### src/design/cpr_pkg.sv
package cpr_pkg;

  localparam int MAX_PROCS  = 16;
  localparam int MAX_PAGES  = 1024;
  localparam int PROC_W     = $clog2(MAX_PROCS);
  localparam int PAGE_W     = $clog2(MAX_PAGES);
  localparam int CNT_W      = PAGE_W + 1;
  localparam int ADDR_W     = PROC_W + PAGE_W;
  localparam int MEM_DEPTH  = MAX_PROCS * MAX_PAGES;

  localparam int LOC_W      = 21;
  localparam int LG_W       = 3;
  localparam int LG_MAX     = 5;
  localparam int FRAMES_W   = 10;
  localparam int FRAMES_RST = 32;
  localparam int STATUS_W   = 3;
  localparam int FAULT_W    = 32;
  localparam int APB_DATA_W = 32;
  localparam int APB_ADDR_W = 3;

  localparam logic OP_ACCESS = 1'b0;
  localparam logic OP_LOAD   = 1'b1;

  // register index, taken from paddr[2]
  localparam logic REG_PAGE_SIZE_LOG2     = 1'b0;
  localparam logic REG_FRAMES_PER_PROCESS = 1'b1;

  typedef enum logic [STATUS_W-1:0] {
    ST_HIT     = 3'd0,
    ST_FAULT   = 3'd1,
    ST_LOADED  = 3'd2,
    ST_RANGE   = 3'd3,
    ST_NOFRAME = 3'd4
  } status_t;

  typedef enum logic [2:0] {
    S_IDLE,
    S_DECODE,
    S_LOAD,
    S_HIT_CHK,
    S_SWEEP,
    S_FAULT_WR,
    S_DONE
  } ctrl_state_t;

  typedef struct packed {
    logic resident;
    logic referenced;
  } entry_t;

  typedef struct packed {
    logic              rd_en;
    logic [ADDR_W-1:0] rd_addr;
    logic              wr_en;
    logic [ADDR_W-1:0] wr_addr;
    entry_t            wr_data;
  } mem_req_t;

  typedef struct packed {
    logic [LG_W-1:0]     page_size_log2;
    logic [FRAMES_W-1:0] frames_per_process;
  } cfg_t;

endpackage

### src/design/cpr_cfg.sv
module cpr_cfg (
  input  logic                           clk,
  input  logic                           rst,
  input  logic                           psel,
  input  logic                           penable,
  input  logic                           pwrite,
  input  logic [cpr_pkg::APB_ADDR_W-1:0] paddr,
  input  logic [cpr_pkg::APB_DATA_W-1:0] pwdata,
  output logic [cpr_pkg::APB_DATA_W-1:0] prdata,
  output logic                           pready,
  output cpr_pkg::cfg_t                  cfg
);
  import cpr_pkg::*;

  logic wr_fire;

  assign pready  = 1'b1;
  assign wr_fire = psel && penable && pwrite && pready;

  always_ff @(posedge clk) begin
    if (rst) begin
      cfg.page_size_log2     <= '0;
      cfg.frames_per_process <= FRAMES_W'(FRAMES_RST);
    end else if (wr_fire) begin
      unique case (paddr[2])
        REG_PAGE_SIZE_LOG2:     cfg.page_size_log2     <= pwdata[LG_W-1:0];
        REG_FRAMES_PER_PROCESS: cfg.frames_per_process <= pwdata[FRAMES_W-1:0];
        default: ;
      endcase
    end
  end

  always_comb begin
    unique case (paddr[2])
      REG_PAGE_SIZE_LOG2:     prdata = APB_DATA_W'(cfg.page_size_log2);
      REG_FRAMES_PER_PROCESS: prdata = APB_DATA_W'(cfg.frames_per_process);
      default:                prdata = '0;
    endcase
  end

endmodule

### config.mk
export PLATFORM = sky130hd
export DESIGN_NAME = cpr_cfg
export DESIGN_NICKNAME = d
export VERILOG_FILES = /design/src/design/cpr_pkg.sv /design/src/design/cpr_cfg.sv
export SDC_FILE = /design/constraint.sdc
export NUM_CORES = 1
export LEC_CHECK = 0
export CORE_ASPECT_RATIO = 1.4
export CORE_MARGIN = 10
export CORE_UTILIZATION = 30
export DETAILED_ROUTE_END_ITERATION = 6
export DONT_BUFFER_PORTS = 1
export PLACE_DENSITY = 0.42
export SETUP_SLACK_MARGIN = 0.02
export SLEW_MARGIN = 20
export SYNTH_ARGS = -nofsm -noshare
export SYNTH_HDL_FRONTEND = slang
export SYNTH_SLANG_ARGS = --single-unit
### constraint.sdc
create_clock -name clk -period 0.95 [get_ports clk]
set_input_delay 0.095 -clock clk [delete_from_list [all_inputs] [get_ports clk]]
set_output_delay 0.095 -clock clk [all_outputs]
set_load 0.1 [all_outputs]
After elaboration in Yosys (flattened, before gate mapping) --
Cells that the tools add are included.
Operators by class: muxes and demuxes 1, bitwise gates (word level) 1, reductions and logical operators 4
Operator list (number):
- case mux 32 bit (2 select lines) | 1
- AND reduction 2 bit | 2
- logical AND 1 bit | 2
- inverter 1 bit | 1
Word-level totals: register bits 13, input port bits 40

Logic depth before layout (Yosys ltp) --
depth in word-level cells 3, depth in mapped cells 3, depth with buffers taken out 2

Worst setup path after synthesis --
No wires, ideal clock.
kind register -> output, start point register cfg[3] in the netlist's numbering, end point output port prdata[3] in the netlist's numbering, arrival time 1.813 ns, data required time 0.855 ns, slack -0.958 ns, stages on the path, launching flop included 2, path through dfxtp_1 and2_1
On the way: cells in the longest elaborated chain, start to end 1
Ends and longest elaborated chain:
- start, declared | line cpr_cfg.sv:11 | output cpr_pkg::cfg_t cfg
- case mux 32 bit (2 select lines) | line cpr_cfg.sv:34 | unique case (paddr[2])
- end, declared | line cpr_cfg.sv:9 | output logic [cpr_pkg::APB_DATA_W-1:0] prdata,
No other way between the ends. The select of a mux whose other input is x is not followed.

Worst setup path after layout --
start point register cfg[11] in the netlist's numbering, end point output port prdata[1] in the netlist's numbering
Same word-level chain as after synthesis.

==> metrics.txt <==
Die W 64.7 um; GRT Util Overall 0.0822; DIE AREA ~5300 um^2; Crit-path slowest cell dfxtp_4; CP Class flip-flop to output pin; largest cells by area after synthesis dfxtp_1, buf_4, nand2b_1; Required @ worst endpoint 0.85 ns; layout overhead on the synthesized area 67.8%; Initial DRC Count 18; vias per cell roughly 4; Initial Util 0.318; Crit path largest cell delay about 0.35 ns; Boundary Pins 86; max reg flops 13; nets@finish around 170; WL/cell approximately 15 um; P_leak around 0.6 nW; Core ar. around 2600 um^2; min-delay worst type primary input to flip-flop; critical path's top delay family flip-flops; clk sinks 13; post-synthesis compound-gate area fraction 0; vias in the first global route 700; Layout Skew 0 ns; biggest area consumer among synthesized cells dfxtp_1; port buffer count 0; largest net degree at the start of global routing 21; final hold vios 0; Seq/Total Area, Yosys 0.310; crit path max fanout 2; CP startpoint cfg[11]; post-synthesis area per instance roughly 9.3 um^2; synthesized area about 840 um^2; Final WS setup -0.210 ns; Setup TNS Final -1.87 ns; FF+latch count, synth 13; PwrDens ~1200 nW/um^2; Max-Cap Viols 0; RSZ-0062 raised after global routing true; Slew @ Worst Pin approximately 0.58 ns; antenna viol nets, final 0; most frequent cell after synthesis buf_4; first-pass GRT wire length about 3400 um; f_max roughly 0.86 GHz; Die H 82.6 um; Biggest register cfg; fin. max-slew vios 0; final core utilization 0.533; CTS root buf clkbuf_4; Post-synth EDFFs 0; Unique masters post-synth 13; Synth Area in Adders 0; most common library cells after synthesis buf_4, nand2b_1, dfxtp_1, mux2i_1, and2_1; Clock Path Buffers 2; status finished, violations left; normalized max-slew margin 0.615; Syn Inst Count 90; FF-to-FF Start cfg[11]; simple-gate share of the synthesized area 0.241; Synth Flop Type dfxtp_1; fraction of registers with async set or reset after synthesis 0; GPL Wtd Cong around 0.63; WP data arrival 1.06 ns; number of diodes 0; via count 655; combinational family with the most area after synthesis buffers and inverters; CP cell instances mux2_4 > buf_12; Worst Hold Launch rst; H-tree lvl count 1; clock slew seen by the registers of the worst setup and hold paths 0.08 ns; Num CTS Buffers 3; Startpoint Class flip-flop; worst-skew pair later-pin latency 0.27 ns; Ys Warns 0; 1st-pass router iterations 3; # setup viols final 21; Peak VDD IR roughly 0.00058 V; Detailed Place HPWL 1680 um; DRC viols 0; crit path buf inv count 1; Final Cycle Share 1.22; grt ovf 0; mux cell area share after synthesis 0.195; Post-Synth XOR/XNOR Area 0; initial antenna violation count 0; row count 22; failing checks setup timing; top flop regs cfg (13); proportion of layout cells with a drive suffix above 1 0.438; CTS tree yes; fin crit period about 1.2 ns; Synth top area share 0.310; final WL around 2400 um; CP Capture Type output pin
metal layers:
metal | share of wire | GRT usage | up-vias | wire length [um]
li1 | - | - | 315 | -
met3 | 0.081 | 0.0391 | 2 | 193
met2 | 0.55 | 0.147 | 28 | 1320
met4 | 0.0059 | 0.0386 | 0 | 14
met5 | 0 | 0 | - | 0
met1 | 0.36 | 0.0783 | 310 | 851
cell type report:
type,count,area (um^2)
flip-flops and latches,13,309
well taps,36,45.0
fillers,257,1230
clock buffers,4,26.3
multi-input cells,71,482
repair buffers,40,547
metrics by stage:
stage | power [W] | hold WS (ns) | cells | area (um^2) | setup slack [ns]
final | 0.00164 | 0.0140 | 164 | 1410 | -0.210
after global routing | 0.00171 | 0.00847 | 164 | 1410 | -0.243
after CTS | 0.00164 | 0.0141 | 152 | 1280 | -0.227
after detailed placement | 0.00119 | 0.249 | 134 | 953 | 0.0861
after global placement | 0.00119 | 0.244 | 134 | 953 | 0.0841
after floorplan | 0.00125 | 0.240 | 111 | 996 | -0.0722
repair_timing:
item | 4_1_cts | 5_1_grt
resized for setup | 40 | 11
endpoints found under the hold margin | 13 | 0
setup endpoints to repair | 23 | 36
pin swaps | 6 | 7
hold buffers | 11 | 0
setup buffers | 3 | 12
where the power goes:
part           internal, W  leakage, nW  switching [W]  total, W
clock             0.000163       0.0150       0.000185  0.000348
combinational     0.000148        0.487       0.000606  0.000753
sequential        0.000528        0.115      0.0000104  0.000539
cells by family (layout without fill, tap and decap cells):
family | after synthesis | count (layout)
muxes | 16 | 16
buffers and inverters | 27 | 44
DFF | 13 | 13
and+or+nand+nor | 32 | 32
other | 2 | 23
placed cells by master (no fill, tap or decap):
master / Yosys / layout
conb_1: 2 / 23
nand2b_1: 21 / 21
buf_12: 1 / 14
mux2i_1: 13 / 13
dfxtp_4: 0 / 13
buf_6: 0 / 11
dlygate4sd3_1: 0 / 10
and2_4: 0 / 7
buf_4: 23 / 4
mux2_4: 0 / 3
clkbuf_4: 0 / 3
nor2_1: 2 / 2
and4_4: 1 / 1
nand4b_1: 1 / 1
clkbuf_1: 2 / 1
dlymetal6s4s_1: 0 / 1
path summary, 6_finish.rpt:
path	endpoint	slack, ns	cells past startpoint
max	prdata[1]	-0.21	2
min	cfg[2]	0.01	2
max reg2reg	cfg[11]	0.02	5
min reg2reg	cfg[4]	0.51	2
(Power assumes the default switching activity.)
