`src/design/cpr_pkg.sv`:
```
package cpr_pkg;

  localparam int MAX_PROCS  = 16;
  localparam int MAX_PAGES  = 1024;
  localparam int PROC_W     = $clog2(MAX_PROCS);
  localparam int PAGE_W     = $clog2(MAX_PAGES);
  localparam int CNT_W      = PAGE_W + 1;
  localparam int ADDR_W     = PROC_W + PAGE_W;
  localparam int MEM_DEPTH  = MAX_PROCS * MAX_PAGES;

  localparam int LOC_W      = 21;
  localparam int LG_W       = 3;
  localparam int LG_MAX     = 5;
  localparam int FRAMES_W   = 10;
  localparam int FRAMES_RST = 32;
  localparam int STATUS_W   = 3;
  localparam int FAULT_W    = 32;
  localparam int APB_DATA_W = 32;
  localparam int APB_ADDR_W = 3;

  localparam logic OP_ACCESS = 1'b0;
  localparam logic OP_LOAD   = 1'b1;

  // register index, taken from paddr[2]
  localparam logic REG_PAGE_SIZE_LOG2     = 1'b0;
  localparam logic REG_FRAMES_PER_PROCESS = 1'b1;

  typedef enum logic [STATUS_W-1:0] {
    ST_HIT     = 3'd0,
    ST_FAULT   = 3'd1,
    ST_LOADED  = 3'd2,
    ST_RANGE   = 3'd3,
    ST_NOFRAME = 3'd4
  } status_t;

  typedef enum logic [2:0] {
    S_IDLE,
    S_DECODE,
    S_LOAD,
    S_HIT_CHK,
    S_SWEEP,
    S_FAULT_WR,
    S_DONE
  } ctrl_state_t;

  typedef struct packed {
    logic resident;
    logic referenced;
  } entry_t;

  typedef struct packed {
    logic              rd_en;
    logic [ADDR_W-1:0] rd_addr;
    logic              wr_en;
    logic [ADDR_W-1:0] wr_addr;
    entry_t            wr_data;
  } mem_req_t;

  typedef struct packed {
    logic [LG_W-1:0]     page_size_log2;
    logic [FRAMES_W-1:0] frames_per_process;
  } cfg_t;

endpackage

```
`src/design/cpr_in_if.sv`:
```
interface cpr_in_if;
  import cpr_pkg::*;

  logic              valid;
  logic              ready;
  logic              op;
  logic [PROC_W-1:0] process;
  logic [LOC_W-1:0]  location;

  modport source (output valid, op, process, location, input ready);
  modport sink   (input valid, op, process, location, output ready);
endinterface

```
`src/design/cpr_out_if.sv`:
```
interface cpr_out_if;
  import cpr_pkg::*;

  logic                valid;
  logic                ready;
  logic [STATUS_W-1:0] status;
  logic                evicted_valid;
  logic [PAGE_W-1:0]   evicted_page;
  logic [FAULT_W-1:0]  fault_total;

  modport source (output valid, status, evicted_valid, evicted_page, fault_total,
                  input ready);
  modport sink   (input valid, status, evicted_valid, evicted_page, fault_total,
                  output ready);
endinterface

```
`src/design/cpr_ctrl.sv`:
```
module cpr_ctrl (
  input  logic              clk,
  input  logic              rst,
  cpr_in_if.sink            req,
  cpr_out_if.source         rsp,
  input  cpr_pkg::cfg_t     cfg,
  output cpr_pkg::mem_req_t mreq,
  input  cpr_pkg::entry_t   rdata
);
  import cpr_pkg::*;

  ctrl_state_t state, state_next;

  logic              op_r;
  logic [PROC_W-1:0] proc_r;
  logic [LOC_W-1:0]  loc_r;
  logic [PAGE_W-1:0] pg_r;
  logic [PAGE_W-1:0] hand_r;
  logic [PAGE_W-1:0] victim;
  logic [CNT_W-1:0]  idx;
  status_t           res_status;
  logic [FAULT_W-1:0] fault_cnt;

  logic [CNT_W-1:0]  page_cnt [MAX_PROCS];
  logic [PAGE_W-1:0] hand_pos [MAX_PROCS];
  logic [CNT_W-1:0]  res_cnt  [MAX_PROCS];

  logic                out_valid;
  status_t             out_status;
  logic                out_ev;
  logic [PAGE_W-1:0]   out_page;
  logic [FAULT_W-1:0]  out_total;

  logic [LG_W-1:0]   lg_eff;
  logic [LOC_W:0]    round_sum;
  logic [LOC_W:0]    load_pages;
  logic              load_over;
  logic [CNT_W-1:0]  load_cnt;
  logic [CNT_W-1:0]  frames_ext;
  logic [CNT_W-1:0]  frames_eff;
  logic [LOC_W-1:0]  loc_m1;
  logic [LOC_W-1:0]  acc_pages;
  logic              acc_bad;
  logic [CNT_W-1:0]  cur_cnt;
  logic [PAGE_W-1:0] hand_start;
  logic [PAGE_W-1:0] hand_adv;
  logic              idx_last;
  logic              out_free;
  logic              skip;
  logic              no_frame;

  assign lg_eff     = (cfg.page_size_log2 > LG_W'(LG_MAX)) ? LG_W'(LG_MAX)
                                                             : cfg.page_size_log2;
  assign round_sum  = {1'b0, loc_r} + (((LOC_W+1)'(1)) << lg_eff) - (LOC_W+1)'(1);
  assign load_pages = round_sum >> lg_eff;
  assign load_over  = load_pages > (LOC_W+1)'(MAX_PAGES);
  assign load_cnt   = load_pages[CNT_W-1:0];
  assign frames_ext = CNT_W'(cfg.frames_per_process);
  assign frames_eff = (frames_ext < load_cnt) ? frames_ext : load_cnt;

  assign cur_cnt    = page_cnt[proc_r];
  assign loc_m1     = loc_r - LOC_W'(1);
  assign acc_pages  = loc_m1 >> lg_eff;
  assign acc_bad    = (loc_r == '0) || (acc_pages >= LOC_W'(cur_cnt));

  assign hand_start = (CNT_W'(hand_pos[proc_r]) >= cur_cnt) ? '0 : hand_pos[proc_r];
  assign hand_adv   = ((CNT_W'(hand_r) + CNT_W'(1)) == cur_cnt) ? '0
                                                                 : hand_r + PAGE_W'(1);
  assign idx_last   = (idx + CNT_W'(1)) == cur_cnt;
  assign out_free   = !out_valid || rsp.ready;
  assign skip       = rdata.referenced || !rdata.resident;
  assign no_frame   = res_cnt[proc_r] == '0;

  assign req.ready         = (state == S_IDLE);
  assign rsp.valid         = out_valid;
  assign rsp.status        = out_status;
  assign rsp.evicted_valid = out_ev;
  assign rsp.evicted_page  = out_page;
  assign rsp.fault_total   = out_total;

  // next state
  always_comb begin
    state_next = state;
    unique case (state)
      S_IDLE:     if (req.valid) state_next = S_DECODE;
      S_DECODE: begin
        if (op_r == OP_LOAD) begin
          state_next = (load_over || load_cnt == '0) ? S_DONE : S_LOAD;
        end else begin
          state_next = acc_bad ? S_DONE : S_HIT_CHK;
        end
      end
      S_LOAD:     if (idx_last) state_next = S_DONE;
      S_HIT_CHK:  state_next = (rdata.resident || no_frame) ? S_DONE : S_SWEEP;
      S_SWEEP:    if (!skip) state_next = S_FAULT_WR;
      S_FAULT_WR: state_next = S_DONE;
      S_DONE:     if (out_free) state_next = S_IDLE;
      default:    state_next = S_IDLE;
    endcase
  end

  // page RAM requests
  always_comb begin
    mreq = '0;
    unique case (state)
      S_DECODE: begin
        if (op_r == OP_ACCESS && !acc_bad) begin
          mreq.rd_en   = 1'b1;
          mreq.rd_addr = {proc_r, acc_pages[PAGE_W-1:0]};
        end
      end
      S_LOAD: begin
        mreq.wr_en                = 1'b1;
        mreq.wr_addr              = {proc_r, idx[PAGE_W-1:0]};
        mreq.wr_data.resident     = idx < res_cnt[proc_r];
        mreq.wr_data.referenced   = idx < res_cnt[proc_r];
      end
      S_HIT_CHK: begin
        if (rdata.resident) begin
          mreq.wr_en   = 1'b1;
          mreq.wr_addr = {proc_r, pg_r};
          mreq.wr_data = '{resident: 1'b1, referenced: 1'b1};
        end else if (!no_frame) begin
          mreq.rd_en   = 1'b1;
          mreq.rd_addr = {proc_r, hand_start};
        end
      end
      S_SWEEP: begin
        mreq.wr_en   = 1'b1;
        mreq.wr_addr = {proc_r, hand_r};
        if (skip) begin
          // second chance: drop the reference bit, move to the next page
          mreq.wr_data = '{resident: rdata.resident, referenced: 1'b0};
          mreq.rd_en   = 1'b1;
          mreq.rd_addr = {proc_r, hand_adv};
        end else begin
          mreq.wr_data = '{resident: 1'b0, referenced: 1'b0};
        end
      end
      S_FAULT_WR: begin
        mreq.wr_en   = 1'b1;
        mreq.wr_addr = {proc_r, pg_r};
        mreq.wr_data = '{resident: 1'b1, referenced: 1'b0};
      end
      default: ;
    endcase
  end

  always_ff @(posedge clk) begin
    if (rst) begin
      state     <= S_IDLE;
      out_valid <= 1'b0;
      fault_cnt <= '0;
      for (int i = 0; i < MAX_PROCS; i++) begin
        page_cnt[i] <= '0;
        hand_pos[i] <= '0;
        res_cnt[i]  <= '0;
      end
    end else begin
      state <= state_next;
      if (state == S_DONE && out_free) begin
        out_valid <= 1'b1;
      end else if (rsp.valid && rsp.ready) begin
        out_valid <= 1'b0;
      end
      unique case (state)
        S_IDLE: begin
          op_r   <= req.op;
          proc_r <= req.process;
          loc_r  <= req.location;
        end
        S_DECODE: begin
          if (op_r == OP_LOAD) begin
            if (load_over) begin
              res_status <= ST_RANGE;
            end else begin
              page_cnt[proc_r] <= load_cnt;
              hand_pos[proc_r] <= '0;
              res_cnt[proc_r]  <= frames_eff;
              res_status       <= ST_LOADED;
            end
            idx <= '0;
          end else begin
            pg_r       <= acc_pages[PAGE_W-1:0];
            res_status <= acc_bad ? ST_RANGE : ST_HIT;
          end
        end
        S_LOAD:  idx <= idx + CNT_W'(1);
        S_HIT_CHK: begin
          if (!rdata.resident) begin
            res_status <= no_frame ? ST_NOFRAME : ST_FAULT;
            hand_r     <= hand_start;
          end
        end
        S_SWEEP: begin
          if (skip) hand_r <= hand_adv;
          else      victim <= hand_r;
        end
        S_FAULT_WR: begin
          hand_pos[proc_r] <= hand_adv;
          fault_cnt        <= fault_cnt + FAULT_W'(1);
        end
        S_DONE: begin
          if (out_free) begin
            out_status <= res_status;
            out_ev     <= res_status == ST_FAULT;
            out_page   <= (res_status == ST_FAULT) ? victim : '0;
            out_total  <= fault_cnt;
          end
        end
        default: ;
      endcase
    end
  end

endmodule

```
`src/flat_wrapper.sv`:
```
// flat-port wrapper written by rule: the top's interface ports become plain ports
module cpr_ctrl_flat import cpr_pkg::*;
  (clk, rst, cfg, mreq, rdata, req_valid, req_op, req_process, req_location, req_ready, rsp_valid, rsp_status, rsp_evicted_valid, rsp_evicted_page, rsp_fault_total, rsp_ready);
  cpr_in_if req_i ();
  cpr_out_if rsp_i ();
  input  logic clk;
  input  logic rst;
  input  cpr_pkg::cfg_t cfg;
  output cpr_pkg::mem_req_t mreq;
  input  cpr_pkg::entry_t rdata;
  input wire logic [$bits(req_i.valid)-1:0] req_valid;
  input wire logic [$bits(req_i.op)-1:0] req_op;
  input wire logic [$bits(req_i.process)-1:0] req_process;
  input wire logic [$bits(req_i.location)-1:0] req_location;
  output wire logic [$bits(req_i.ready)-1:0] req_ready;
  output wire logic [$bits(rsp_i.valid)-1:0] rsp_valid;
  output wire logic [$bits(rsp_i.status)-1:0] rsp_status;
  output wire logic [$bits(rsp_i.evicted_valid)-1:0] rsp_evicted_valid;
  output wire logic [$bits(rsp_i.evicted_page)-1:0] rsp_evicted_page;
  output wire logic [$bits(rsp_i.fault_total)-1:0] rsp_fault_total;
  input wire logic [$bits(rsp_i.ready)-1:0] rsp_ready;
  assign req_i.valid = req_valid;
  assign req_i.op = req_op;
  assign req_i.process = req_process;
  assign req_i.location = req_location;
  assign req_ready = req_i.ready;
  assign rsp_valid = rsp_i.valid;
  assign rsp_status = rsp_i.status;
  assign rsp_evicted_valid = rsp_i.evicted_valid;
  assign rsp_evicted_page = rsp_i.evicted_page;
  assign rsp_fault_total = rsp_i.fault_total;
  assign rsp_i.ready = rsp_ready;
  cpr_ctrl u_core (.clk(clk), .rst(rst), .req(req_i), .rsp(rsp_i), .cfg(cfg), .mreq(mreq), .rdata(rdata));
endmodule
```
`config.mk`:
```
export PLATFORM = sky130hd
export DESIGN_NAME = cpr_ctrl_flat
export DESIGN_NICKNAME = d
export VERILOG_FILES = /design/src/design/cpr_pkg.sv /design/src/design/cpr_in_if.sv /design/src/design/cpr_out_if.sv /design/src/design/cpr_ctrl.sv /design/src/flat_wrapper.sv
export SDC_FILE = /design/constraint.sdc
export NUM_CORES = 1
export LEC_CHECK = 0
export ABC_AREA = 1
export BUFFER_PORTS_ARGS = -buffer_cell sky130_fd_sc_hd__buf_2
export CAP_MARGIN = 20
export CORE_MARGIN = 5
export CORE_UTILIZATION = 65
export CTS_CLUSTER_SIZE = 14
export DETAILED_ROUTE_END_ITERATION = 8
export PLACE_DENSITY = 0.8
export SYNTH_ARGS = -nofsm -noshare
export SYNTH_HDL_FRONTEND = slang
export SYNTH_SLANG_ARGS = --single-unit
```
`constraint.sdc`:
```
create_clock -name clk -period 7.9 [get_ports clk]
set_input_delay 0.395 -clock clk [delete_from_list [all_inputs] [get_ports clk]]
set_output_delay 0.395 -clock clk [all_outputs]
set_load 0.02 [all_outputs]
```
---- Word-level counts from Yosys, hierarchy flattened ----
Memories as Yosys holds them, arrays and structs flattened. A register that Yosys moved wholly into a read port is not among the register bits.
Cells that the tools add are included.
storage, ports and cells
  bits of input ports ..................... 45
  bits in writable memories ............... 512
  memories kept ........................... 3
  flip-flop bits (word level) ............. 152
cells by class
  reduce and logical (&&, ||, !) cells .... 30
  shift operators ......................... 3
  $add $sub $neg .......................... 7
  bitwise gates (word level) .............. 4
  mux-type cells .......................... 57
  magnitude comparators ................... 6
  equality and inequality tests ........... 16
memories
  name             words  bits a word  read ports  clocked after memory_dff  wr ports  RTL line        source
  u_core.page_cnt  16     11           1           1                         16        cpr_ctrl.sv:24  logic [CNT_W-1:0] page_cnt [MAX_PROCS];
  u_core.res_cnt   16     11           1           1                         16        cpr_ctrl.sv:26  logic [CNT_W-1:0] res_cnt [MAX_PROCS];
  u_core.hand_pos  16     10           1           1                         16        cpr_ctrl.sv:25  logic [PAGE_W-1:0] hand_pos [MAX_PROCS];
operators with widths
  kind                                                                                count
  17-bit one-hot mux with 4 select lines                                              1
  10-bit 2-to-1 mux                                                                   6
  15-bit 2-to-1 mux                                                                   4
  15-bit one-hot mux with 3 select lines                                              1
  11-bit 2-to-1 mux                                                                   4
  3-bit 2-to-1 mux                                                                    11
  32-bit by 1-bit adder with 32-bit output (second input constant)                    1
  4-bit 2-to-1 mux                                                                    6
  21-bit by 22-bit adder with 22-bit output                                           1
  11-bit equality test                                                                2
  22-bit by 11-bit greater-than comparator with 1-bit output (second input constant)  1
  11-bit logical NOT                                                                  2
  11-bit one-hot mux with 2 select lines                                              1
  11-bit OR reduction                                                                 2
  1-bit by 3-bit left shift with 22-bit output (first input constant)                 1
  22-bit by 3-bit >> shifter with 22-bit output                                       1
  22-bit by 1-bit subtractor with 22-bit output (second input constant)               1
  21-bit by 11-bit greater-or-equal comparator with 1-bit output                      1
  21-bit logical NOT                                                                  1
  3-bit one-hot mux with 7 select lines                                               1
  21-bit by 3-bit >> shifter with 21-bit output                                       1
  21-bit by 1-bit subtractor with 21-bit output (second input constant)               1
  10-bit one-hot mux with 2 select lines                                              1
  17-bit 2-to-1 mux                                                                   1
  26 further kinds                                                                    70

---- Depth between registers and ports, before layout ----
  depth in word-level cells ............... 15
  mapped depth ............................ 37
  depth with buffers taken out ............ 33

---- Worst setup path before layout ----
Ideal clock, no wire load.
  path kind ............................... input to register
  start ................................... in cfg[12] in the netlist's numbering
  end ..................................... mem u_core.res_cnt[1][0] in the netlist's numbering, data pin
  required time ........................... 7.643 ns
  data arrival time ....................... 4.970 ns
  path buffers ............................ 5
  slack ................................... 2.674 ns
  stages .................................. 36
  path through ............................ buf_4 -> clkinv_1 -> nand2_1 -> inv_1 -> clkbuf_1 -> nand2_1 -> ha_1 -> inv_1 -> ha_1 -> inv_1 -> fa_1 -> inv_1 -> nand2_1 -> nand2_1 -> nand3_1 -> nand2_1 -> nand2_1 -> nand2_1 -> nand2_1 -> nand3_1 -> nand3_1 -> nand2_2 -> buf_1 -> ha_1 -> nand2_1 -> nor2_1 -> a211oi_1 -> o21ai_1 -> nand3_1 -> nand2_1 -> nand2_1 -> a21oi_4 -> buf_6 -> o21ai_2 -> buf_2 -> nor2_1
RTL lines
  item         RTL line           source
  from (decl)  flat_wrapper.sv:8  input cpr_pkg::cfg_t cfg;
  to (decl)    cpr_ctrl.sv:26

==> results.rst <==
.. list-table::
   :header-rows: 1

   * - Metric
     - Value
   * - Status
     - completed
   * - Overall routing resource usage
     - 34.3%
   * - Most used cell along the critical path
     - sky130_fd_sc_hd__nand2_1
   * - Family of cells with the greatest summed delay on the critical path
     - simple AND/OR/NAND/NOR gates
   * - Pin slew with the least headroom to its limit
     - 1090 ps
   * - Gr ovfl total
     - 0
   * - Achievable frequency
     - 0.154 GHz
   * - Part of the power in registers
     - 31.2%
   * - Cts bufs inserted
     - 70
   * - H-tree levels
     - 3
   * - Most frequent cells in the layout
     - 908 x sky130_fd_sc_hd__nor2_1, 628 x sky130_fd_sc_hd__edfxtp_1, 458 x sky130_fd_sc_hd__nand2_1, 315 x sky130_fd_sc_hd__o21ai_0, 218 x sky130_fd_sc_hd__inv_1
   * - Synthesized area per cell
     - 9.46 um2
   * - CP peak stage delay
     - 860 ps
   * - Routed length per placed instance
     - 22.4 um
   * - Number of fillers in the final layout
     - 3690
   * - Clock root cell
     - sky130_fd_sc_hd__clkbuf_16
   * - Post-layout power
     - 13.7 mW
   * - Max Root-Sink Buffers
     - 3
   * - Antenna violations before repair
     - 1
   * - Type of the setup path with the least slack
     - input pin to flop
   * - Quantity of gates resized following cts
     - 0
   * - Clock insertion delay at the later pin of the skew report
     - 620 ps
   * - Kind of end point of the critical path
     - flop
   * - Internal cell power
     - 7.67 mW
   * - Die width
     - 240 um
   * - Number of cells traversed by the worst register-to-register path
     - 25
   * - Hold-fix buffer count after cts
     - 24
   * - Number of vias per cell after detailed routing
     - 6.36
   * - Total via count after detailed routing
     - 28381
   * - Post-Place Worst Slack
     - 1050 ps
   * - Initial Utilization
     - 65.4%
   * - Clock Sinks
     - 668
   * - Arrival @ worst endpoint
     - 6700 ps
   * - Commonest non-fill, non-tap cell in the layout
     - sky130_fd_sc_hd__nor2_1
   * - Capture endpoint of the worst hold path
     - u_core.proc_r[2]
   * - Final setup violation count
     - 0
   * - Fraction of power consumed by the clock network
     - 24.0%
   * - Area of the multi-input gates
     - 12700 um2
   * - Sequential cell area
     - 19700 um2
   * - Count of flip-flops with a built-in enable after synthesis
     - 628
   * - Vertical die dimension
     - 240 um
   * - Unrepaired setup endpoints after global routing
     - no
   * - I/O pin cnt
     - 125
   * - Post-synthesis cell area
     - 34300 um2
   * - Cells after Synth
     - 3626
   * - Clock-pin slew on the worst setup and hold paths
     - 60 ps
   * - Area of the core region
     - 52400 um2
   * - Final worst-path setup slack
     - 1430 ps
   * - Reg2Reg Setup Slack
     - 2190 ps
   * - Post-Layout Inst Area
     - 37900 um2
   * - Synthesis Warnings
     - 0
   * - Number of placement rows
     - 84
   * - Max stage delay cell, worst path
     - sky130_fd_sc_hd__nand2_1
   * - VDD IR-drop max
     - 0.000332 V
   * - Depth of the critical timing path with buffers and inverters included
     - 29
   * - Fraction of layout cells with a size suffix above 1
     - 9.68%
   * - Hold Crit Depth
     - 1
   * - Total of buffers placed on input and output ports
     - 124
   * - Final Skew
     - 21.5 ps
   * - Worst path bufs/invs
     - 6
   * - Post-synthesis cell type count
     - 52
   * - Lkg Pwr
     - 14.7 nW
   * - Largest net degree at the start of global routing
     - 182
   * - Buffers inserted by post-CTS timing repair
     - 0
   * - Required time at the worst-slack endpoint
     - 8130 ps
   * - DRC viols
     - 0
   * - Combinational group share of total power
     - 44.8%
   * - Reg-to-Reg Start
     - u_core.loc_r[1]
   * - Pwr/cell area
     - 363 nW/um2
   * - Final setup TNS
     - 0 ps
   * - Maxcap violations
     - 0
   * - Vias in the first global route
     - 27162
   * - Post-synthesis sequential element count
     - 668
   * - Total wire length after detailed routing
     - 99.9 mm
   * - Die Outline Area
     - 57500 um2
   * - Headroom to the max-slew limit
     - 27.3%
   * - Part of the cycle the worst path needs
     - 81.9%
   * - Post-synthesis sequential area ratio
     - 57.3%
   * - Placed Area
     - 35300 um2
   * - 1st-iter DRT viols
     - 3956
   * - Post-detailed-placement half-perimeter wirelength
     - 67.0 mm
   * - Clock period minus worst slack
     - 6470 ps
   * - Post-DRT Antenna Nets
     - 0
   * - Most used flip-flop cell after synthesis
     - sky130_fd_sc_hd__edfxtp_1
   * - Weighted congestion reported at the end of routability-driven placement
     - 1.02
   * - Slew Viols, Final
     - 0
   * - Sw power
     - 6.07 mW
   * - 1st-pass router iterations
     - 7
   * - Start point of the worst min-delay path
     - req_process[2]
   * - Global-route wire length before repair
     - 153 mm
   * - NumNets Final
     - 3850
   * - RR Endpoint
     - u_core.res_cnt[13][6]
   * - Startpoint Class
     - input pin
   * - Class of the most critical hold timing path
     - input pin to flop
   * - Layout Area Growth over Synthesis
     - 10.4%
   * - Largest fanout on the critical path
     - 22
   * - Clock tree from TritonCTS
     - yes
   * - Share of synthesized flip-flops with an asynchronous set or reset
     - 0%
   * - Switching share of power
     - 44.1%
   * - Final Hold Fails
     - 0
## power by group through the flow
stage,sequential [mW],clock [mW],combinational (mW)
after detailed placement,4.36,0,5.87
after CTS,4.29,3.31,5.94
after floorplan,4.27,0,4.01
final,4.29,3.29,6.16
after global routing,4.31,3.46,6.61
after global placement,4.35,0,5.68
## metal layers
| layer | global-route usage (%) | vias up | part of all wire, % |
|---|---|---|---|
| met3 | 7.18 | 336 | 12 |
| met2 | 55.0 | 1919 | 47 |
| met5 | 0 | - | 0 |
| met1 | 45.4 | 13412 | 37 |
| met4 | 16.0 | 0 | 5.1 |
| li1 | - | 12714 | - |
## metrics by stage
step	utilization [%]	hold WS, ps	instances
CTS	72.2	40.1	4458
floorplan	-	408	3641
detailed placement	67.4	419	4306
global placement	67.4	416	4306
finish	72.2	79.6	4461
global route	72.2	65.5	4461
## how the worst max path moves through the flow
| stage | from | end | slack [ps] |
|---|---|---|---|
| floorplan | cfg[12] | u_core.res_cnt[1][0] | 2670 |
| global placement | cfg[12] | u_core.res_cnt[13][10] | 1140 |
| detailed placement | cfg[12] | u_core.res_cnt[13][3] | 1050 |
| CTS | cfg[12] | u_core.page_cnt[13][4] | 1660 |
| global route | cfg[12] | u_core.res_cnt[13][6] | 1030 |
| finish | cfg[12] | u_core.res_cnt[13][6] | 1430 |
## cell usage after synthesis (all sizes together), types with 2 or more instances
| cell type | count | area, um2 |
|---|---|---|
| nand3 | 218 | 1100 |
| o221ai | 88 | 771 |
| nor3 | 44 | 225 |
| clkinv | 28 | 105 |
| edfxtp | 628 | 18900 |
| o21ai | 328 | 1680 |
| inv | 226 | 848 |
| o21a | 5 | 37.5 |
| o211ai | 70 | 526 |
| a22oi | 2 | 15.0 |
| dfxtp | 40 | 801 |
| nand3b | 4 | 30.0 |
| or2 | 4 | 25.0 |
| a221oi | 3 | 26.3 |
| nand4 | 44 | 425 |
| xnor2 | 9 | 78.8 |
| clkbuf | 117 | 439 |
| xor2 | 46 | 403 |
| a21oi | 86 | 483 |
| a211oi | 8 | 60.1 |
| nor4 | 11 | 68.8 |
| nand2 | 465 | 1760 |
| o22ai | 27 | 169 |
| buf | 91 | 596 |
| ha | 88 | 1100 |
| o21bai | 3 | 22.5 |
| nor2 | 933 | 3570 |
## flip-flops by register name, summed over array words and instances, names as in the netlist, 11 cells and up, named ones only
name,cells
u_core.fault_cnt,32
u_core.hand_pos,160
u_core.idx,11
u_core.loc_r,21
u_core.page_cnt,176
u_core.res_cnt,176
u_core.rsp.fault_total,32
## layout make-up
| cell class | count | share of cell area, % |
|---|---|---|
| repair buffers | 211 | 3.62 |
| clock inverters | 39 | 1.15 |
| well taps | 688 | 2.27 |
| multi-input cells | 2511 | 33.7 |
| diodes | 1 | 0.00661 |
| clock buffers | 89 | 4.84 |
| flip-flops and latches | 668 | 51.9 |
| inverters | 254 | 2.53 |
## cells by family after synthesis
family | after synthesis | synth area share [%]
simple gates | 1724 | 21.0
flops | 668 | 57.3
compound gates | 627 | 11.2
buf+inv | 462 | 5.79
fa+ha+maj | 89 | 3.27
xor+xnor | 55 | 1.40
other cells | 1 | 0.0109
Note: power is estimated with default switching activity, not from simulation.
